$ cat src/sv/ghsp_pkg.sv
// Types, sizes and codes shared by the slot pool modules.
`default_nettype none
package ghsp_pkg;

	localparam int SLOTS    = 64;
	localparam int GEN_BITS = 16;
	localparam int IDX_W    = $clog2(SLOTS);
	localparam int CNT_W    = $clog2(SLOTS + 1);

	localparam logic [1:0] ACT_ALLOC   = 2'd0;
	localparam logic [1:0] ACT_RELEASE = 2'd1;
	localparam logic [1:0] ACT_RESOLVE = 2'd2;

	localparam logic [1:0] ST_OK   = 2'd0;
	localparam logic [1:0] ST_FULL = 2'd1;
	localparam logic [1:0] ST_BAD  = 2'd2;

	typedef struct packed {
		logic [1:0]          action;
		logic [IDX_W-1:0]    slot_index;
		logic [GEN_BITS-1:0] handle_generation;
	} req_t;

	typedef struct packed {
		logic [1:0]          status;
		logic [IDX_W-1:0]    granted_index;
		logic [GEN_BITS-1:0] granted_generation;
	} rsp_t;

	typedef struct packed {
		logic                busy;
		logic [GEN_BITS-1:0] gen;
	} slot_entry_t;

	typedef struct packed {
		logic [IDX_W-1:0]    idx;
		logic [GEN_BITS-1:0] gen;
	} fifo_entry_t;

	typedef struct packed {
		logic             en;
		logic [IDX_W-1:0] addr;
		slot_entry_t      data;
	} slot_wr_t;

	typedef struct packed {
		logic             en;
		logic [IDX_W-1:0] addr;
		fifo_entry_t      data;
	} fifo_wr_t;

endpackage
`default_nettype wire

$ cat src/sv/generational_handle_slot_pool_core.sv
// Generational handle slot pool: request sequencing, counters and response register.
`default_nettype none
// A request is taken on its transfer edge, which reads the slot memory at the request's
// index and the free-list memory at its head; the decide stage then decides, writes both
// memories back and loads the response register. The next transfer is taken once the
// decide stage is empty, so the pool takes no new request before the last one is retired;
// a response left waiting holds the following request in the decide stage. Slots start free
// at generation 1 and are tracked by a fill count, so no clearing pass follows reset.
module generational_handle_slot_pool_core (
	input  logic            clk,
	input  logic            arst_n,
	input  logic            req_valid,
	output logic            req_stall,
	input  ghsp_pkg::req_t  req,
	output logic            rsp_valid,
	input  logic            rsp_stall,
	output ghsp_pkg::rsp_t  rsp
);
	import ghsp_pkg::*;

	logic                accept;
	logic                retire;
	logic                valid_s1;
	req_t                req_s1;
	slot_entry_t         slot_rd;
	fifo_entry_t         fifo_rd;
	slot_wr_t            slot_wr;
	fifo_wr_t            fifo_wr;
	logic [IDX_W-1:0]    head_q;
	logic [IDX_W-1:0]    head_d;
	logic [CNT_W-1:0]    fifo_count_q;
	logic [CNT_W-1:0]    fifo_count_d;
	logic [CNT_W-1:0]    fresh_q;
	logic [CNT_W-1:0]    fresh_d;
	logic                idx_live;
	logic [GEN_BITS-1:0] gen_inc;
	logic [GEN_BITS-1:0] gen_next;
	rsp_t                rsp_d;
	rsp_t                rsp_q;
	logic                rsp_valid_q;

	assign req_stall = valid_s1;
	assign accept    = req_valid && !req_stall;
	assign retire    = valid_s1 && (!rsp_valid_q || !rsp_stall);

	ghsp_slot_ram u_slot_ram (
		.clk     (clk),
		.rd_en   (accept),
		.rd_addr (req.slot_index),
		.wr      (slot_wr),
		.rd_data (slot_rd)
	);

	ghsp_free_ram u_free_ram (
		.clk     (clk),
		.rd_en   (accept),
		.rd_addr (head_q),
		.wr      (fifo_wr),
		.rd_data (fifo_rd)
	);

	assign idx_live = CNT_W'(req_s1.slot_index) < fresh_q;
	assign gen_inc  = slot_rd.gen + 1'b1;
	assign gen_next = (gen_inc == '0) ? GEN_BITS'(1) : gen_inc;

	always_comb begin
		rsp_d        = '{status: ST_BAD, granted_index: '0, granted_generation: '0};
		slot_wr      = '0;
		fifo_wr      = '0;
		head_d       = head_q;
		fifo_count_d = fifo_count_q;
		fresh_d      = fresh_q;
		unique case (req_s1.action)
			ACT_ALLOC: begin
				if (fifo_count_q != '0) begin
					rsp_d = '{status: ST_OK, granted_index: fifo_rd.idx,
						granted_generation: fifo_rd.gen};
					head_d       = head_q + 1'b1;
					fifo_count_d = fifo_count_q - 1'b1;
				end else if (fresh_q != CNT_W'(SLOTS)) begin
					rsp_d = '{status: ST_OK, granted_index: fresh_q[IDX_W-1:0],
						granted_generation: GEN_BITS'(1)};
					fresh_d = fresh_q + 1'b1;
				end else begin
					rsp_d.status = ST_FULL;
				end
				slot_wr.en        = (rsp_d.status == ST_OK);
				slot_wr.addr      = rsp_d.granted_index;
				slot_wr.data.busy = 1'b1;
				slot_wr.data.gen  = rsp_d.granted_generation;
			end
			ACT_RELEASE: begin
				rsp_d.granted_index = req_s1.slot_index;
				if (idx_live && !slot_rd.busy) begin
					rsp_d.granted_generation = slot_rd.gen;
				end else if (idx_live) begin
					rsp_d.status             = ST_OK;
					rsp_d.granted_generation = gen_next;
					slot_wr.en               = 1'b1;
					slot_wr.addr             = req_s1.slot_index;
					slot_wr.data.busy        = 1'b0;
					slot_wr.data.gen         = gen_next;
					if (fifo_count_q != CNT_W'(SLOTS)) begin
						fifo_wr.en       = 1'b1;
						fifo_wr.addr     = head_q + fifo_count_q[IDX_W-1:0];
						fifo_wr.data.idx = req_s1.slot_index;
						fifo_wr.data.gen = gen_next;
						fifo_count_d     = fifo_count_q + 1'b1;
					end
				end
			end
			ACT_RESOLVE: begin
				rsp_d.granted_index = req_s1.slot_index;
				if (idx_live) begin
					rsp_d.granted_generation = slot_rd.gen;
					if (req_s1.handle_generation != '0 && slot_rd.busy
							&& slot_rd.gen == req_s1.handle_generation) begin
						rsp_d.status = ST_OK;
					end
				end
			end
			default: begin
				rsp_d.status = ST_BAD;
			end
		endcase
		if (!retire) begin
			slot_wr.en = 1'b0;
			fifo_wr.en = 1'b0;
		end
	end

	always_ff @(posedge clk or negedge arst_n) begin
		if (!arst_n) begin
			valid_s1     <= 1'b0;
			rsp_valid_q  <= 1'b0;
			head_q       <= '0;
			fifo_count_q <= '0;
			fresh_q      <= '0;
		end else begin
			if (accept) begin
				valid_s1 <= 1'b1;
			end else if (retire) begin
				valid_s1 <= 1'b0;
			end
			if (retire) begin
				rsp_valid_q  <= 1'b1;
				head_q       <= head_d;
				fifo_count_q <= fifo_count_d;
				fresh_q      <= fresh_d;
			end else if (!rsp_stall) begin
				rsp_valid_q <= 1'b0;
			end
		end
	end

	always_ff @(posedge clk) begin
		if (accept) begin
			req_s1 <= req;
		end
		if (retire) begin
			rsp_q <= rsp_d;
		end
	end

	assign rsp_valid = rsp_valid_q;
	assign rsp       = rsp_q;

	a_count_bound: assert property (@(posedge clk) disable iff (!arst_n)
		fifo_count_q <= fresh_q)
		else $error("free-list count exceeds slots handed out");

	a_accept_fills: assert property (@(posedge clk) disable iff (!arst_n)
		(req_valid && !req_stall) |=> valid_s1)
		else $error("transfer did not reach the decide stage");

	a_full_status: assert property (@(posedge clk) disable iff (!arst_n)
		(rsp_valid && rsp.status == ST_FULL) |->
		(fresh_q == CNT_W'(SLOTS) && fifo_count_q == '0))
		else $error("full status while a slot is available");

	a_fifo_push_free: assert property (@(posedge clk) disable iff (!arst_n)
		fifo_wr.en |-> (slot_wr.en && !slot_wr.data.busy))
		else $error("free-list push without freeing the slot");

endmodule
`default_nettype wire

$ cat src/sv/ghsp_slot_ram.sv
// Slot state memory: busy flag and generation per slot, registered read.
`default_nettype none
module ghsp_slot_ram (
	input  logic                         clk,
	input  logic                         rd_en,
	input  logic [ghsp_pkg::IDX_W-1:0]   rd_addr,
	input  ghsp_pkg::slot_wr_t           wr,
	output ghsp_pkg::slot_entry_t        rd_data
);
	import ghsp_pkg::*;

	slot_entry_t mem [SLOTS];
	slot_entry_t rd_data_q;

	always_ff @(posedge clk) begin
		if (wr.en) begin
			mem[wr.addr] <= wr.data;
		end
		if (rd_en) begin
			rd_data_q <= mem[rd_addr];
		end
	end

	assign rd_data = rd_data_q;

endmodule
`default_nettype wire

$ cat src/sv/ghsp_free_ram.sv
// Free-list memory: queued slot index with the generation it was freed at.
`default_nettype none
module ghsp_free_ram (
	input  logic                         clk,
	input  logic                         rd_en,
	input  logic [ghsp_pkg::IDX_W-1:0]   rd_addr,
	input  ghsp_pkg::fifo_wr_t           wr,
	output ghsp_pkg::fifo_entry_t        rd_data
);
	import ghsp_pkg::*;

	fifo_entry_t mem [SLOTS];
	fifo_entry_t rd_data_q;

	always_ff @(posedge clk) begin
		if (wr.en) begin
			mem[wr.addr] <= wr.data;
		end
		if (rd_en) begin
			rd_data_q <= mem[rd_addr];
		end
	end

	assign rd_data = rd_data_q;

endmodule
`default_nettype wire
$ cat config.mk
export PLATFORM = sky130hd
export DESIGN_NAME = generational_handle_slot_pool_core
export DESIGN_NICKNAME = d
export VERILOG_FILES = /design/src/sv/ghsp_pkg.sv /design/src/sv/generational_handle_slot_pool_core.sv /design/src/sv/ghsp_slot_ram.sv /design/src/sv/ghsp_free_ram.sv
export SDC_FILE = /design/constraint.sdc
export NUM_CORES = 2
export LEC_CHECK = 0
export BUFFER_PORTS_ARGS = -buffer_cell sky130_fd_sc_hd__buf_2
export CAP_MARGIN = 20
export CORE_UTILIZATION = 40
export DETAILED_ROUTE_END_ITERATION = 16
export SLEW_MARGIN = 25
export SYNTH_ARGS = -nofsm -noshare
export SYNTH_HDL_FRONTEND = slang
export SYNTH_SLANG_ARGS = --single-unit
$ cat constraint.sdc
create_clock -name clk -period 5.6 [get_ports clk]
set_input_delay 0.56 -clock clk [delete_from_list [all_inputs] [get_ports clk]]
set_output_delay 0.56 -clock clk [all_outputs]
set_load 0.05 [all_outputs]
# --- After elaboration in Yosys (flattened, before gate mapping) ---
# Memory sizes are Yosys's and may differ from the RTL's. A register that Yosys moved wholly into a read port is not among the register bits.
# Cells that the tools add are included.
classes:
  bitwise: 1
  n_mux: 36
  n_reduce_logical: 20
  n_addsub: 6
  n_lt_le_gt_ge: 1
  n_eq_ne: 10
ops:
  columns: ["op", "count"]
  rows:
  - ["$mux W29", 4]
  - ["$mux W24", 4]
  - ["$pmux W22 S3", 1]
  - ["$mux W16", 4]
  - ["$pmux W24 S2", 1]
  - ["$mux W7", 4]
  - ["$mux W22", 1]
  - ["$add A16 B1 Y16 const B", 1]
  - ["$eq A16 B16 Y1", 1]
  - ["$logic_not A16 Y1", 1]
  - ["$reduce_bool A16 Y1", 1]
  - ["$add A7 B1 Y7 const B", 2]
  - ["$ne A7 B7 Y1 const B", 2]
  - ["$pmux W7 S2", 1]
  - ["$mux W1", 11]
  - ["$mux W2", 4]
  - ["$ne A2 B2 Y1 const B", 4]
  - ["$lt A6 B7 Y1", 1]
  - ["$reduce_bool A7 Y1", 1]
  - ["$sub A7 B1 Y7 const B", 1]
  - ["$add A6 B1 Y6 const B", 1]
  - ["$add A6 B6 Y6", 1]
  - ["$pmux W2 S3", 1]
  - ["$reduce_and A6 Y1", 1]
  - ["other kinds (11)", 20]
word_totals:
  n_memories: 2
  word_cells: 87
  output_inout_bits: 26
  ramBits: 2496
  in_bits: 28
  ff_bits: 70
mem_list:
  columns: ["name", "depth", "word_bits", "rd", "rd_ports_with_merged_regs", "write_ports", "line_no", "source"]
  rows:
  - ["u_free_ram.mem", 64, 22, 1, 1, 1, "ghsp_free_ram.sv:12", "fifo_entry_t mem [SLOTS];"]
  - ["u_slot_ram.mem", 64, 17, 1, 1, 1, "ghsp_slot_ram.sv:12", "slot_entry_t mem [SLOTS];"]

# --- Depth between registers and ports, before layout ---
depth:
  depth_word: 10
  ltp_mapped: 12
  depth_no_buf: 11

# --- Hierarchy ---
# A second synthesis with hierarchy kept.
unflattened:
  cells_unflattened: 4753
  area_unflattened_um2: 101562.4
modules_own_cells:
  columns: ["module", "cells_per_inst", "instances", "area_each_um2", "seq_area_each_um2"]
  rows:
  - ["ghsp_free_ram", 2349, 1, 54481.0, 42941.2]
  - ["ghsp_slot_ram", 1953, 1, 42514.5, 33181.8]
  - ["generational_handle_slot_pool_core", 451, 1, 4566.9, 1991.9]

# --- Worst setup path after synthesis ---
# OpenSTA, ideal clock, no wires.
synth_timing:
  path_kind: "register to register"
  start: "register req_s1[22] (netlist bit)"
  end: "memory u_slot_ram.mem[1][0] (netlist bit) (enable)"
  stages_incl_launch_ff: 9
  setup_slack_ns: 0.270
  t_required_ns: 5.115
  t_arrival_ns: 4.845
  n_path_buf: 0
  setup_ns: 0.485
  period_less_slack_ns: 5.330
  path_cell_list: "edfxtp_1 inv_1 ha_1 clkinv_1 a21oi_1 nor2_1 o21ai_0 or2_2 a2111oi_0"
synth_via:
  elab_chain_cells: 5
  word_cells_on_any_way: 6
  cone_classes: "eq/ne: 1; mux: 4; reduce/logical: 1"
synth_rtl:
  columns: ["item", "line_no", "source"]
  rows:
  - ["start: declaration", "generational_handle_slot_pool_core.sv:24", "req_t req_s1;"]
  - ["start signal: assignment", "generational_handle_slot_pool_core.sv:158", "req_s1 <= req;"]
  - ["$eq A2 B1 Y1 / $logic_not A2 Y1 (equally long branches)", "generational_handle_slot_pool_core.sv:73", "unique case (req_s1.action)"]
  - ["$pmux W24 S2 (*)", "generational_handle_slot_pool_core.sv:73", null]
  - ["$mux W1", "generational_handle_slot_pool_core.sv:126", "if (!retire) begin"]
  - ["$mux W1", "ghsp_slot_ram.sv:16", "if (wr.en) begin"]
  - ["$mux W1 (not written as such)", "ghsp_slot_ram.sv:17", "mem[wr.addr] <= wr.data;"]
  - ["end: declaration", "ghsp_slot_ram.sv:12", null]
# Mark *: on every way between the ends. The rest lies on a longest branch, timed or not.

==> results by group <==
Logic synthesis
  • Leading area contributor after synthesis: edfxtp_1
  • Syn. warnings: 0
  • Flops & latches, synth: 2,605
  • Post-synth EDFFs: approximately 2,600
  • Sequential fraction of the synthesis area: 77.51%
  • Net Count, Synth: around 4,300
  • Synth cell types: 65
  • Mapped cell area: between 0.1 and 0.15 mm²
  • Leading post-synthesis cells by cell area: edfxtp_1 (77%), mux4_2 (18%), clkbuf_1 (0.59%)
  • Async SR Flop Fraction: 0.8445%
  • Mean Syn Cell Area: 23.94 µm²
  • Cells after Synth: 4,210
  • Area share of the largest cell type after synthesis: 76.96%
  • Ys flop type: edfxtp_1

Clocking
  • Clk sink count: 2,605
  • Num CTS Buffers: 287
  • H-Tree Depth: 5
  • Post-cts resize count: 0
  • Hold_buf cts: 21
  • Postcts setup bufs: 0
  • Clock transition at the registers of the reported paths: roughly 60 ps
  • Clk_lat worst skew: around 950 ps
  • Root Buffer Master: clkbuf_16
  • CTS Buffer Depth: 4
  • CTS tree: built

Floorplanning
  • Die footprint: roughly 0.25 mm²
  • Core Area: 0.2496 mm²
  • Placement Rows: 183
  • Die height: 504.0 µm
  • IO Pins: 54
  • Die width: slightly above 500 µm
  • Initial Util: 40.38%

STA
  • Setup violations, final: 0
  • Slew HR: 21.99%
  • Worst Hold Slack: 225.6 ps
  • Ratio of final minimum period to clock period: 78.08%
  • Final worst slack: approximately 1200 ps
  • Final Slew Violations: 0
  • RSZ-0062 raised after global routing: no
  • Least-Margin Pin Slew: 1170 ps
  • Fin crit period: 4373 ps
  • Clock Skews: 99.18 ps
  • Setup TNS: 0 ps
  • Fin. Hold Viols: 0
  • FMAX: ~0.23 GHz

Detailed routing
  • 1st-pass router iterations: 6
  • Routed Antenna Nets: 0
  • Routed wire length: roughly 250 mm
  • Drt drc: 0
  • Total number of vias: 46,470
  • Drt wl/cell: 31.15 µm
  • DR iter-0 viols: 5,448
  • Via density: 5.731

Worst setup path
  • Crit path largest cell delay: around 700 ps
  • Highest-delay cell along the critical path: edfxtp_1
  • Worst path cell trace: nand3_1 -> nor4_1 -> and3_1 -> o2111ai_1 -> o21ai_2 -> o21a_1 -> clkinv_2 -> buf_4
  • WP data arrival: 5000 ps
  • Crit path launch type: flop
  • Critical Path Source: u_slot_ram.rd_data[6]
  • Setup crit end kind: flop
  • Critical path fanouts, max: 49
  • RR Startpoint: u_slot_ram.rd_data[6]
  • CP Class: reg2reg
  • Worst Path Required: 6230 ps

Pwr
  • Seq pwr share: ~45%
  • Clk pwr share: 34.4%
  • Internal: 0.03726 W
  • Switch share: 27.67%
  • NetSw: 0.01425 W
  • Maximum VDD drop: 0.0004592 V
  • P per Cell Area: 442.6 mW/mm²
  • Leak Pwr: 36.37 nW
  • Logic pwr share: 20.8%

Layout
  • Leading cell type in the layout, fill and taps excluded: edfxtp_1
  • Fillers: 20,250
  • Area grow syn2layout: 15.48%
  • # nets final: 4,634
  • Most frequent cells in the layout: edfxtp_1 (2,583), mux4_2 (819), clkbuf_16 (296)
  • Post-layout util: 46.63%
  • FF/Latch Area: between 0.07 and 0.08 mm²
  • Share of cells above drive strength 1: between 30% and 40%
  • Final non-filler cell total: a little over 8,000
  • Multi-input logic area: 0.02246 mm²

Global routing
  • First-pass GRT wire length: 359.4 mm
  • Vias in the first global route: 47,660
  • Gr usage total: roughly a fifth
  • Initial antenna violation count: 18
  • Largest net degree at the start of global routing: 144
  • Grt ovf: 0

Placement
  • IO buf count: 53
  • Placement Setup Slack: 1306 ps
  • Cells after DPL: between 7,000 and 8,000
  • HPWL Detailed: 150.5 mm
  • GPL Wtd Cong: 0.8641

Hold path
  • Hold Crit Class: in2async

Flow run
  • Max cap viols: 0

Status
  • Status: finished clean
area by class of cell:
type,instances,area share [%]
Inverter,27,0.09031
Clock inverter,143,0.9611
Clock buffer,341,6.536
Tap cell,3330,3.580
Timing Repair Buffer,308,2.392
Antenna cell,3,0.006451
Sequential cell,2605,67.13
Multi-Input combinational cell,1352,19.30
power groups by stage:
| stage | clock, W | combinational (W) | sequential [W] |
|---|---|---|---|
| 2_1_floorplan | 0 | 0.00656 | 0.0234 |
| 3_3_place_gp | 0 | 0.0106 | 0.0235 |
| 3_5_place_dp | 0 | 0.0107 | 0.0235 |
| 4_1_cts | 0.0180 | 0.0108 | 0.0231 |
| 5_1_grt | 0.0188 | 0.0112 | 0.0231 |
| 6_report | 0.0177 | 0.0107 | 0.0231 |
Yosys cell counts, drive strengths merged (5+ instances only):
master	instances
edfxtp	2583
mux4	819
clkbuf	159
nor2	132
buf	67
nor3	57
nand2	45
a21oi	40
xnor2	38
inv	26
o21ai	24
ha	23
dfrtp	22
nand3	19
nand4	19
xor2	19
nor4	11
a21o	10
o22ai	9
and2	8
nand2b	8
and3	5
mux2	5
nor2b	5
worst paths after layout:
| kind | to | slack [ps] | depth (start not counted) |
|---|---|---|---|
| min reg2reg | rsp_valid | 500 | 2 |
| max | u_slot_ram.mem[6][10] | 1230 | 8 |
| max reg2reg | u_slot_ram.mem[6][10] | 1230 | 8 |
| min | rsp_valid | 230 | 2 |
| min in group clk | req_s1[21] | 240 | 1 |
| max in group asynchronous | head_q[1] | 4790 | 2 |
sequential cells by signal, indices dropped and copies added (netlist names):
register            flops
fifo_count_q            7
fresh_q                 7
head_q                  6
req_s1                 24
req_stall               1
rsp                    24
rsp_valid               1
u_free_ram.mem       1408
u_free_ram.rd_data     22
u_slot_ram.mem       1088
u_slot_ram.rd_data     17
layer usage:
layer,wire (µm),up-vias,share of wire (%),GRT usage [%]
met4,8385,4,3.3,6.467
met2,127600,1732,51,33.01
met3,15360,394,6.1,3.157
met1,101200,25470,40,26.74
met5,25,-,0.0099,0
li1,-,18870,-,-
per-stage QoR:
stage	total power, W	cell area, µm²
final	0.05152	116400
after global routing	0.05308	116400
after CTS	0.05195	116200
after detailed placement	0.03428	107200
after global placement	0.03415	107100
after floorplan	0.02998	100800
cell families after synthesis:
family / after synthesis / share of synthesized area, %
flops: 2605 / 77.51
mux: 826 / 18.38
simple gates: 325 / 1.569
buf+inv: 253 / 0.9733
compound gates: 119 / 0.7474
xor+xnor: 57 / 0.4954
fa+ha+maj: 25 / 0.3253
critical path: cells and delay by family (launching register included):
family / cells / cell delay [ps]
and+or+nand+nor: 3 / 1120
buffers and inverters: 2 / 1190
AOI/OAI and AO/OA: 3 / 1100
DFF: 1 / 700
Power figures use the tool's default switching activity.
